`src/sv/amt_pkg.sv`:
```
// Package for the amicable number test: field widths, limits, state types.
// No dependencies.
`timescale 1ns / 1ps

package amt_pkg;

  localparam int NUMBER_BITS_DEF = 14;
  localparam int DSUM_BITS       = 16;
  localparam int PSUM_BITS       = 18;

  localparam logic [DSUM_BITS-1:0] DSUM_MAX = '1;
  localparam logic [PSUM_BITS-1:0] PSUM_MAX = '1;

  typedef enum logic [1:0] {
    T_IDLE,
    T_PASS1,
    T_PASS2,
    T_HOLD
  } amt_top_state_t;

  typedef enum logic [1:0] {
    AQ_IDLE,
    AQ_ISSUE,
    AQ_WAIT
  } amt_aliq_state_t;

endpackage

```
`src/sv/amt_div.sv`:
```
// Restoring divider, one quotient bit per cycle; done rises once the last quotient bit is shifted in.
// Depends on amt_pkg for the default width.
`timescale 1ns / 1ps

module amt_div #(
  parameter int W = amt_pkg::DSUM_BITS
) (
  input  logic         clk,
  input  logic         rst_n,
  input  logic         start,
  input  logic [W-1:0] dividend,
  input  logic [W-1:0] divisor,
  output logic         done,
  output logic [W-1:0] quot,
  output logic [W-1:0] rem
);

  localparam int CW = $clog2(W + 1);

  logic          busy_r, busy_nxt;
  logic          done_r, done_nxt;
  logic [CW-1:0] cnt_r, cnt_nxt;
  logic [W:0]    rem_r, rem_nxt;
  logic [W-1:0]  quo_r, quo_nxt;
  logic [W-1:0]  dvs_r, dvs_nxt;

  logic [W:0]    shifted;
  logic [W+1:0]  diff;

  always_comb begin
    shifted  = {rem_r[W-1:0], quo_r[W-1]};
    diff     = {1'b0, shifted} - {2'b00, dvs_r};
    busy_nxt = busy_r;
    done_nxt = 1'b0;
    cnt_nxt  = cnt_r;
    rem_nxt  = rem_r;
    quo_nxt  = quo_r;
    dvs_nxt  = dvs_r;
    if (start) begin
      busy_nxt = 1'b1;
      cnt_nxt  = CW'(W);
      rem_nxt  = '0;
      quo_nxt  = dividend;
      dvs_nxt  = divisor;
    end else if (busy_r) begin
      // keep the trial difference only when it did not go negative
      rem_nxt = diff[W+1] ? shifted : diff[W:0];
      quo_nxt = {quo_r[W-2:0], ~diff[W+1]};
      cnt_nxt = cnt_r - CW'(1);
      if (cnt_r == CW'(1)) begin
        busy_nxt = 1'b0;
        done_nxt = 1'b1;
      end
    end
  end

  always_ff @(posedge clk) begin
    if (!rst_n) begin
      busy_r <= 1'b0;
      done_r <= 1'b0;
      cnt_r  <= '0;
    end else begin
      busy_r <= busy_nxt;
      done_r <= done_nxt;
      cnt_r  <= cnt_nxt;
    end
  end

  always_ff @(posedge clk) begin
    rem_r <= rem_nxt;
    quo_r <= quo_nxt;
    dvs_r <= dvs_nxt;
  end

  assign done = done_r;
  assign quot = quo_r;
  assign rem  = rem_r[W-1:0];

endmodule

```
`src/sv/amt_aliq.sv`:
```
// Aliquot sum sequencer: trial division d = 1, 2, ... while n / d >= d,
// pairing d with n / d. Depends on amt_pkg and amt_div.
`timescale 1ns / 1ps

module amt_aliq #(
  parameter int NW = amt_pkg::DSUM_BITS,
  parameter int AW = amt_pkg::DSUM_BITS + 4
) (
  input  logic          clk,
  input  logic          rst_n,
  input  logic          start,
  input  logic [NW-1:0] n,
  output logic          done,
  output logic [AW-1:0] sum
);

  import amt_pkg::*;

  amt_aliq_state_t state_r, state_nxt;
  logic [NW-1:0]   n_r, n_nxt;
  logic [NW-1:0]   d_r, d_nxt;
  logic [AW-1:0]   total_r, total_nxt;
  logic [AW-1:0]   sum_r, sum_nxt;
  logic            done_r, done_nxt;

  logic            div_start;
  logic            div_done;
  logic [NW-1:0]   div_q;
  logic [NW-1:0]   div_rem;
  logic            n_small;
  logic            past_root;

  amt_div #(.W(NW)) u_div (
    .clk      (clk),
    .rst_n    (rst_n),
    .start    (div_start),
    .dividend (n_r),
    .divisor  (d_r),
    .done     (div_done),
    .quot     (div_q),
    .rem      (div_rem)
  );

  assign n_small   = (n[NW-1:1] == '0);
  // n / d < d is the same test as d * d > n
  assign past_root = (div_q < d_r);

  always_comb begin
    state_nxt = state_r;
    unique case (state_r)
      AQ_IDLE:  if (start && !n_small) state_nxt = AQ_ISSUE;
      AQ_ISSUE: state_nxt = AQ_WAIT;
      AQ_WAIT: begin
        if (div_done) state_nxt = past_root ? AQ_IDLE : AQ_ISSUE;
      end
      default:  state_nxt = AQ_IDLE;
    endcase
  end

  always_comb begin
    div_start = (state_r == AQ_ISSUE);
    n_nxt     = n_r;
    d_nxt     = d_r;
    total_nxt = total_r;
    sum_nxt   = sum_r;
    done_nxt  = 1'b0;
    unique case (state_r)
      AQ_IDLE: begin
        if (start) begin
          n_nxt     = n;
          d_nxt     = NW'(1);
          total_nxt = '0;
          if (n_small) begin
            sum_nxt  = '0;
            done_nxt = 1'b1;
          end
        end
      end
      AQ_WAIT: begin
        if (div_done) begin
          if (past_root) begin
            sum_nxt  = total_r - AW'(n_r);
            done_nxt = 1'b1;
          end else begin
            if (div_rem == '0) begin
              total_nxt = total_r + AW'(d_r) + ((div_q != d_r) ? AW'(div_q) : '0);
            end
            d_nxt = d_r + NW'(1);
          end
        end
      end
      default: ;
    endcase
  end

  always_ff @(posedge clk) begin
    if (!rst_n) begin
      state_r <= AQ_IDLE;
      done_r  <= 1'b0;
    end else begin
      state_r <= state_nxt;
      done_r  <= done_nxt;
    end
  end

  always_ff @(posedge clk) begin
    n_r     <= n_nxt;
    d_r     <= d_nxt;
    total_r <= total_nxt;
    sum_r   <= sum_nxt;
  end

  assign done = done_r;
  assign sum  = sum_r;

endmodule

```
`config.mk`:
```
export PLATFORM = sky130hd
export DESIGN_NAME = amt_aliq
export DESIGN_NICKNAME = d
export VERILOG_FILES = /design/src/sv/amt_pkg.sv /design/src/sv/amt_div.sv /design/src/sv/amt_aliq.sv
export SDC_FILE = /design/constraint.sdc
export NUM_CORES = 1
export LEC_CHECK = 0
export ABC_CLOCK_PERIOD_IN_PS = 5300
export BUFFER_PORTS_ARGS = -buffer_cell sky130_fd_sc_hd__buf_2
export CORE_AREA = 2 2 119 121
export DETAILED_ROUTE_END_ITERATION = 8
export DIE_AREA = 0 0 121 123
export PLACE_DENSITY = 0.84
export SYNTH_ARGS = -nofsm -noshare
export SYNTH_HDL_FRONTEND = slang
export SYNTH_SLANG_ARGS = --single-unit
```
`constraint.sdc`:
```
create_clock -name clk -period 5.3 [get_ports clk]
set_input_delay 0.265 -clock clk [delete_from_list [all_inputs] [get_ports clk]]
set_output_delay 0.265 -clock clk [all_outputs]
set_load 0.05 [all_outputs]
```
=== Yosys cells after proc, flatten, opt, wreduce, memory -nomap -nowiden ===
Cells that the tools add are included.

* Add/subtract/negate cells: 6
* Order comparisons: 1
* Equality and inequality tests: 11
* Multiplexer cells: 33
* Bitwise logic cells: 3
* Reduce and logical (&&, ||, !) cells: 14

{| class="wikitable"
|+ Operators by type and width
! operator !! number
|-
| 20-bit 2-to-1 mux || 8
|-
| 16-bit 2-to-1 mux || 7
|-
| 20-bit one-hot mux with 2 select lines || 2
|-
| 20-bit by 16-bit adder with 20-bit output || 2
|-
| 16-bit one-hot mux with 2 select lines || 1
|-
| 20-bit by 16-bit subtractor with 20-bit output || 1
|-
| 17-bit by 16-bit subtractor with 18-bit output || 1
|-
| 16-bit by 1-bit adder with 16-bit output, second input constant || 1
|-
| 16-bit zero test || 1
|-
| 16-bit < comparator || 1
|-
| 16-bit != test || 1
|-
| 15-bit zero test || 1
|-
| 2-bit != test, second input constant || 6
|-
| 5-bit 2-to-1 mux || 2
|-
| 5-bit AND reduction || 2
|-
| 1-bit 2-to-1 mux || 9
|-
| 2-bit one-hot mux with 3 select lines || 1
|-
| 5-bit by 1-bit == test with 1-bit output, second input constant || 1
|-
| 5-bit by 1-bit subtractor with 5-bit output, second input constant || 1
|-
| 2-bit 2-to-1 mux || 2
|-
| 2-bit AND reduction || 2
|-
| 4-bit AND reduction || 1
|-
| 2-bit nonzero test || 2
|-
| 1-bit inverter || 3
|-
| 9 further kinds || 9
|}

* Bits in registers: 130
* Input port bits: 19
* Output and inout bits: 21
* Word-level logic and storage cells: 81

=== Logic depth before layout (Yosys ltp) ===
* Depth in word-level cells: 7
* Gate-level depth with buffers: 19
* Mapped depth without buffers: 19

=== Modules after synthesis ===
Synthesis repeated with hierarchy kept, for this count alone.

* Cell total of the unflattened synthesis: 836
* Area total of the unflattened synthesis: 8533.2 µm²

{| class="wikitable"
|+ Modules (own cells, without submodules)
! module !! times used !! cells each !! area each (µm²) !! sequential area each (µm²)
|-
| amt_aliq || 1 || 554 || 5524.0 || 2222.1
|-
| amt_div || 1 || 282 || 3009.1 || 1421.4
|}

=== Worst setup path after synthesis ===
Ideal clock, no wire load.

* Path type: register -> register
* From: reg d_r[10]
* To: reg total_r[17] (data pin)
* Setup time: 0.266 ns
* Data arrival time: 3.692 ns
* Required time: 5.034 ns
* Setup slack: 1.342 ns
* Stages on the path, launching flop included: 19
* Path buffers: 1
* Clock period less this slack: 3.958 ns
* Path through: edfxtp_1 > inv_1 > ha_1 > and3_1 > nand4_1 > nor2_1 > inv_1 > nor2_1 > clkbuf_1 > nor2b_1 > fa_1 > ha_1 > a21o_1 > a21oi_1 > o21bai_1 > a221oi_1 > o21ai_0 > xnor2_1 > nor2_1

* Longest elaborated chain between the ends: 7
* Elaborated cells on any way between the ends: 8
* Classes of those cells: add/sub (2); eq/ne (1); mux (5)

{| class="wikitable"
|+ RTL lines
! element !! RTL line !! RTL
|-
| start, declared || amt_aliq.sv:21 || <nowiki>logic [NW-1:0] d_r, d_nxt;</nowiki>
|-
| start signal, assigned || amt_aliq.sv:108 || <nowiki>d_r <= d_nxt;</nowiki>
|-
| branches (longest 2 deep; another with 20-bit by 16-bit adder with 20-bit output) || - ||
|-
| 20-bit by 16-bit adder with 20-bit output (*) || amt_aliq.sv:86 || <nowiki>total_nxt = total_r + AW'(d_r) + ((div_q != d_r) ? AW'(div_q) : '0);</nowiki>
|-
| 20-bit 2-to-1 mux (*) || amt_aliq.sv:85 || <nowiki>if (div_rem == '0) begin</nowiki>
|-
| 20-bit 2-to-1 mux (*) || amt_aliq.sv:81 || <nowiki>if (past_root) begin</nowiki>
|-
| 20-bit 2-to-1 mux (*) || amt_aliq.sv:80 || <nowiki>if (div_done) begin</nowiki>
|-
| 20-bit one-hot mux with 2 select lines (*) || amt_aliq.sv:67 || <nowiki>unique case (state_r)</nowiki>
|-
| end signal, assigned || amt_aliq.sv:109 || <nowiki>total_r <= total_nxt;</nowiki>
|-
| end, declared || amt_aliq.sv:22 || <nowiki>logic [AW-1:0] total_r, total_nxt;</nowiki>
|}

Mark *: on every way between the ends. The select of a mux whose other input is x is not followed.
A chain may end at the register's enable or synchronous reset.

=== Worst setup path after layout ===
* From: reg d_r[11]
* To: reg total_r[19] (data pin)

Same word-level chain as after synthesis.

==> impl_metrics.prom <==
# TYPE chip_impl_metric gauge
chip_impl_metric{name="gp_congestion",unit=""} 0.970
chip_impl_metric{name="die_h",unit="µm"} 123
chip_impl_metric{name="setup_total_negative_slack",unit="ns"} 0
chip_impl_metric{name="path_clk_slew",unit="ns"} 0.06
chip_impl_metric{name="multi_input_area",unit="µm²"} 4370
chip_impl_metric{name="avgRoutedWirePerCell",unit="µm"} 18.5
chip_impl_metric{name="switching_share",unit=""} 0.366
chip_impl_metric{name="gr-usage-all-layers",unit=""} 0.284
chip_impl_metric{name="finalNetCount",unit=""} 998
chip_impl_metric{name="synthDistinctLibCells",unit=""} 66
chip_impl_metric{name="finalClockSkew",unit="ns"} 0.0152
chip_impl_metric{name="clock-sinks",unit=""} 130
chip_impl_metric{name="grt_start_max_net_pins",unit=""} 49
chip_impl_metric{name="place_ws",unit="ns"} 0.605
chip_impl_metric{name="initial_util",unit=""} 0.616
chip_impl_metric{name="layout_min_cycle_time",unit="ns"} 4.83
chip_impl_metric{name="fp.dieArea",unit="µm²"} 14900
chip_impl_metric{name="post_syn_area_per_cell",unit="µm²"} 9.88
chip_impl_metric{name="report.final.hold_viol_count",unit=""} 0
chip_impl_metric{name="setup_violations",unit=""} 0
chip_impl_info{name="worstPathCellList",value="inv_1 -> ha_1 -> and3_1 -> nand4_1 -> nor2_1 -> inv_1 -> nor2_1 -> nor2b_1 -> fa_1 -> ha_1 -> inv_1 -> fa_1 -> nor2b_1 -> o31ai_1 -> a21oi_1 -> a221oi_1 -> o21ai_0 -> nand3_1 -> mux2i_1"} 1
chip_impl_metric{name="synthArstFlopShare",unit=""} 0
chip_impl_metric{name="grt-ovfl-total",unit=""} 0
chip_impl_metric{name="worst_skew_pair.late_latency",unit="ns"} 0.43
chip_impl_metric{name="cellPowerDensity",unit="nW/µm²"} 453
chip_impl_metric{name="irDropWorstVdd",unit="mV"} 0.288
chip_impl_metric{name="core_area",unit="µm²"} 13600
chip_impl_metric{name="layout.area.seq",unit="µm²"} 3640
chip_impl_metric{name="drt-pass1-iter-count",unit=""} 6
chip_impl_metric{name="area_delta_synth_final",unit="%"} 12.2
chip_impl_metric{name="timing_max_transition_violations_final",unit=""} 0
chip_impl_info{name="most_numerous_cell_on_the_critical_path",value="inv_1"} 1
chip_impl_info{name="synth_top_family_by_area",value="simple AND/OR/NAND/NOR gates"} 1
chip_impl_metric{name="antenna_cells_inserted",unit=""} 0
chip_impl_metric{name="p_switching",unit="µW"} 1560
chip_impl_metric{name="layout-drive-gt1-share",unit=""} 0.103
chip_impl_metric{name="fillCellCount",unit=""} 986
chip_impl_metric{name="synth_seq_area_share",unit=""} 0.435
chip_impl_metric{name="postSynthCellCount",unit=""} 848
chip_impl_metric{name="synth_compound_area_frac",unit=""} 0.146
chip_impl_metric{name="number_of_buffers_created_by_cts",unit=""} 17
chip_impl_metric{name="synth_edf_count",unit=""} 104
chip_impl_metric{name="syn-num-nets",unit=""} 953
chip_impl_metric{name="buffer_ports.inserted",unit=""} 39
chip_impl_info{name="result_of_the_run",value="completed"} 1
chip_impl_metric{name="post_cts.resized_instances",unit=""} 0
chip_impl_metric{name="fmaxAchievable",unit="MHz"} 207
chip_impl_metric{name="area_of_all_placed_cells_without_fillers",unit="µm²"} 9410
chip_impl_info{name="critical-path-top-delay-family",value="adder cells"} 1
chip_impl_metric{name="post-route-period-util",unit=""} 0.912
chip_impl_metric{name="post_synth_xor_area_fraction",unit=""} 0.0512
chip_impl_metric{name="count_of_boundary_i_o_pins",unit=""} 40
chip_impl_metric{name="grt_antenna_before_repair",unit=""} 0
chip_impl_info{name="crit_slowest_cell",value="fa_1"} 1
chip_impl_metric{name="route.final.wire_length",unit="µm"} 20000
chip_impl_metric{name="post_cts.repair.setup_buffers",unit=""} 0
chip_impl_metric{name="power.share.clock",unit=""} 0.294
chip_impl_metric{name="cts_hold_repair.buffers",unit=""} 0
chip_impl_metric{name="total_power",unit="µW"} 4260
chip_impl_metric{name="cts.path.max_buffers",unit=""} 2
chip_impl_metric{name="synthSimpleGateAreaFrac",unit=""} 0.167
chip_impl_info{name="cts_tree",value="built"} 1
chip_impl_metric{name="syn-cell-area",unit="µm²"} 8380
chip_impl_info{name="timing.hold.worst.class",value="primary input to register"} 1
chip_impl_metric{name="critPathRequiredTime",unit="ns"} 5.49
chip_impl_metric{name="timing.max_cap.violations",unit=""} 0
chip_impl_metric{name="vias",unit=""} 6625
chip_impl_metric{name="combPwrFrac",unit=""} 0.379
chip_impl_info{name="grt_setup_unrepaired",value="no"} 1
chip_impl_info{name="synth_ff_type",value="edfxtp_1"} 1
chip_impl_metric{name="power_frac_seq",unit=""} 0.327
chip_impl_metric{name="ant_nets",unit=""} 0
chip_impl_metric{name="htree_num_levels",unit=""} 4
chip_impl_metric{name="synthMuxAreaShare",unit=""} 0.0112
chip_impl_info{name="worst_setup_path_end_kind",value="register"} 1
chip_impl_metric{name="tightestPinTransition",unit="ns"} 0.950
chip_impl_metric{name="critical_path_buf_inv_count",unit=""} 3
chip_impl_metric{name="timing.critical_path.fanout_max",unit=""} 9
chip_impl_metric{name="synth_warnings",unit=""} 0
chip_impl_metric{name="drt-initial-drc-count",unit=""} 547
chip_impl_metric{name="grt_first_pass_wirelength",unit="µm"} 32400
chip_impl_metric{name="detailed_place.area",unit="µm²"} 8770
chip_impl_metric{name="post-dp-hpwl",unit="µm"} 14500
chip_impl_info{name="clockRootBuffer",value="clkbuf_16"} 1
chip_impl_metric{name="critical_path.max_stage_delay",unit="ns"} 0.51
chip_impl_metric{name="ys_ff_latch",unit=""} 130
chip_impl_info{name="crit_path_start_kind",value="register"} 1
chip_impl_metric{name="remaining_drc_errors",unit=""} 0
chip_impl_metric{name="final.setup.worst_slack",unit="ns"} 0.466
chip_impl_metric{name="post_synth_fa_ha_maj_area_fraction",unit=""} 0.145
chip_impl_metric{name="worst_ep_arrival_time",unit="ns"} 5.02
chip_impl_metric{name="placement_rows",unit=""} 43
chip_impl_metric{name="detail_routed_via_count_per_cell",unit=""} 6.10
chip_impl_metric{name="internal_power",unit="µW"} 2700
chip_impl_metric{name="grt_pass1_vias",unit=""} 6444
chip_impl_metric{name="hold-worst-slack",unit="ns"} 0.0141
chip_impl_metric{name="power.static_leakage",unit="µW"} 0.00391
chip_impl_metric{name="die_width",unit="µm"} 121
chip_impl_info{name="timing.setup.critical_path_class",value="register to register"} 1
chip_impl_metric{name="slew_headroom",unit=""} 0.364
## synthesized netlist by cell type (3+ instances only)
cell | instances | share of area
nor3_1 | 20 | 0.012
a21o_1 | 15 | 0.013
nor3b_1 | 3 | 0.0027
o21a_1 | 5 | 0.0045
inv_1 | 74 | 0.033
xnor2_1 | 36 | 0.038
ha_1 | 67 | 0.10
a31oi_1 | 8 | 0.0060
a211o_1 | 3 | 0.0031
nor2_1 | 92 | 0.041
o22ai_1 | 3 | 0.0022
a21oi_1 | 33 | 0.020
a211oi_1 | 16 | 0.014
o41ai_1 | 3 | 0.0031
a22oi_1 | 3 | 0.0027
nor4_1 | 10 | 0.0075
xor2_1 | 13 | 0.014
o211ai_1 | 4 | 0.0036
o31ai_1 | 4 | 0.0036
nand3_1 | 25 | 0.015
dfxtp_1 | 26 | 0.062
nand2b_1 | 11 | 0.0082
clkbuf_1 | 16 | 0.0072
o21bai_1 | 4 | 0.0036
nand4_1 | 13 | 0.0097
or3_1 | 4 | 0.0030
o21ai_0 | 60 | 0.036
and3_1 | 11 | 0.0082
edfxtp_1 | 104 | 0.37
mux2i_1 | 6 | 0.0072
nor2b_1 | 25 | 0.019
and2_1 | 3 | 0.0022
fa_1 | 19 | 0.045
o21ai_1 | 3 | 0.0018
nand2_1 | 66 | 0.030
or4_1 | 3 | 0.0027
## cell type report
| cell class | instances | share of cell area |
|---|---|---|
| Clock buffer | 17 | 0.0452 |
| Clock inverter | 15 | 0.0221 |
| Inverter | 74 | 0.0295 |
| Multi-Input combinational cell | 623 | 0.465 |
| Sequential cell | 130 | 0.387 |
| Tap cell | 180 | 0.0239 |
| Timing Repair Buffer | 47 | 0.0271 |
## metrics by stage
stage,cells,utilization
CTS,1086,0.691
global placement,1054,0.644
finish,1086,0.691
detailed placement,1054,0.644
global route,1086,0.691
floorplan,848,-
## routing by layer
layer | GRT usage | vias up | wire length [µm]
li1 | - | 3152 | -
met1 | 0.361 | 3168 | 8540
met2 | 0.470 | 263 | 9720
met3 | 0.0683 | 42 | 1190
met4 | 0.116 | 0 | 593
met5 | 0 | - | 0
## cells in the final DEF, fill, tap and decap left out, types with 15 or more instances in the layout
cell type	count
nand3_1	25
xnor2_1	36
nand2_1	66
nor3_1	20
edfxtp_1	104
o21ai_0	59
ha_1	67
nor2_1	92
a21o_1	15
dfxtp_1	26
a211oi_1	16
fa_1	19
nor2b_1	25
a21oi_1	33
clkbuf_16	17
buf_2	39
inv_1	74
## state kept, by name, indices dropped and copies added (netlist names)
| signal | flops |
|---|---|
| d_r | 16 |
| done | 1 |
| n_r | 16 |
| state_r | 2 |
| sum | 20 |
| total_r | 20 |
| u_div.busy_r | 1 |
| u_div.cnt_r | 5 |
| u_div.done | 1 |
| u_div.dvs_r | 16 |
| u_div.quot | 16 |
| u_div.rem_r | 16 |
## worst paths after layout
check | startpoint | endpoint | slack [ns] | cells past startpoint
setup / recovery | d_r[11] | total_r[19] | 0.47 | 19
hold / removal | n[0] | n_r[0] | 0.01 | 1
hold reg to reg | u_div.rem_r[12] | u_div.rem_r[13] | 0.50 | 2
setup reg to reg | d_r[11] | total_r[19] | 0.47 | 19
## cell families (layout without fill, tap and decap cells)
kind of cell / count (synthesis) / count (layout)
muxes: 9 / 9
and+or+nand+nor: 292 / 292
AOI/OAI and AO/OA: 187 / 187
xor gates and xnor gates: 49 / 49
adders and majority gates: 86 / 86
buffers and inverters: 95 / 153
DFF: 130 / 130
## power groups by stage
| stage | clock network, µW | registers [µW] | logic, µW |
|---|---|---|---|
| CTS | 1260 | 1390 | 1590 |
| global route | 1310 | 1410 | 1790 |
| global placement | 0 | 1400 | 1520 |
| detailed placement | 0 | 1410 | 1560 |
| floorplan | 0 | 1360 | 1270 |
| finish | 1250 | 1390 | 1620 |
Power figures use the tool's default switching activity.
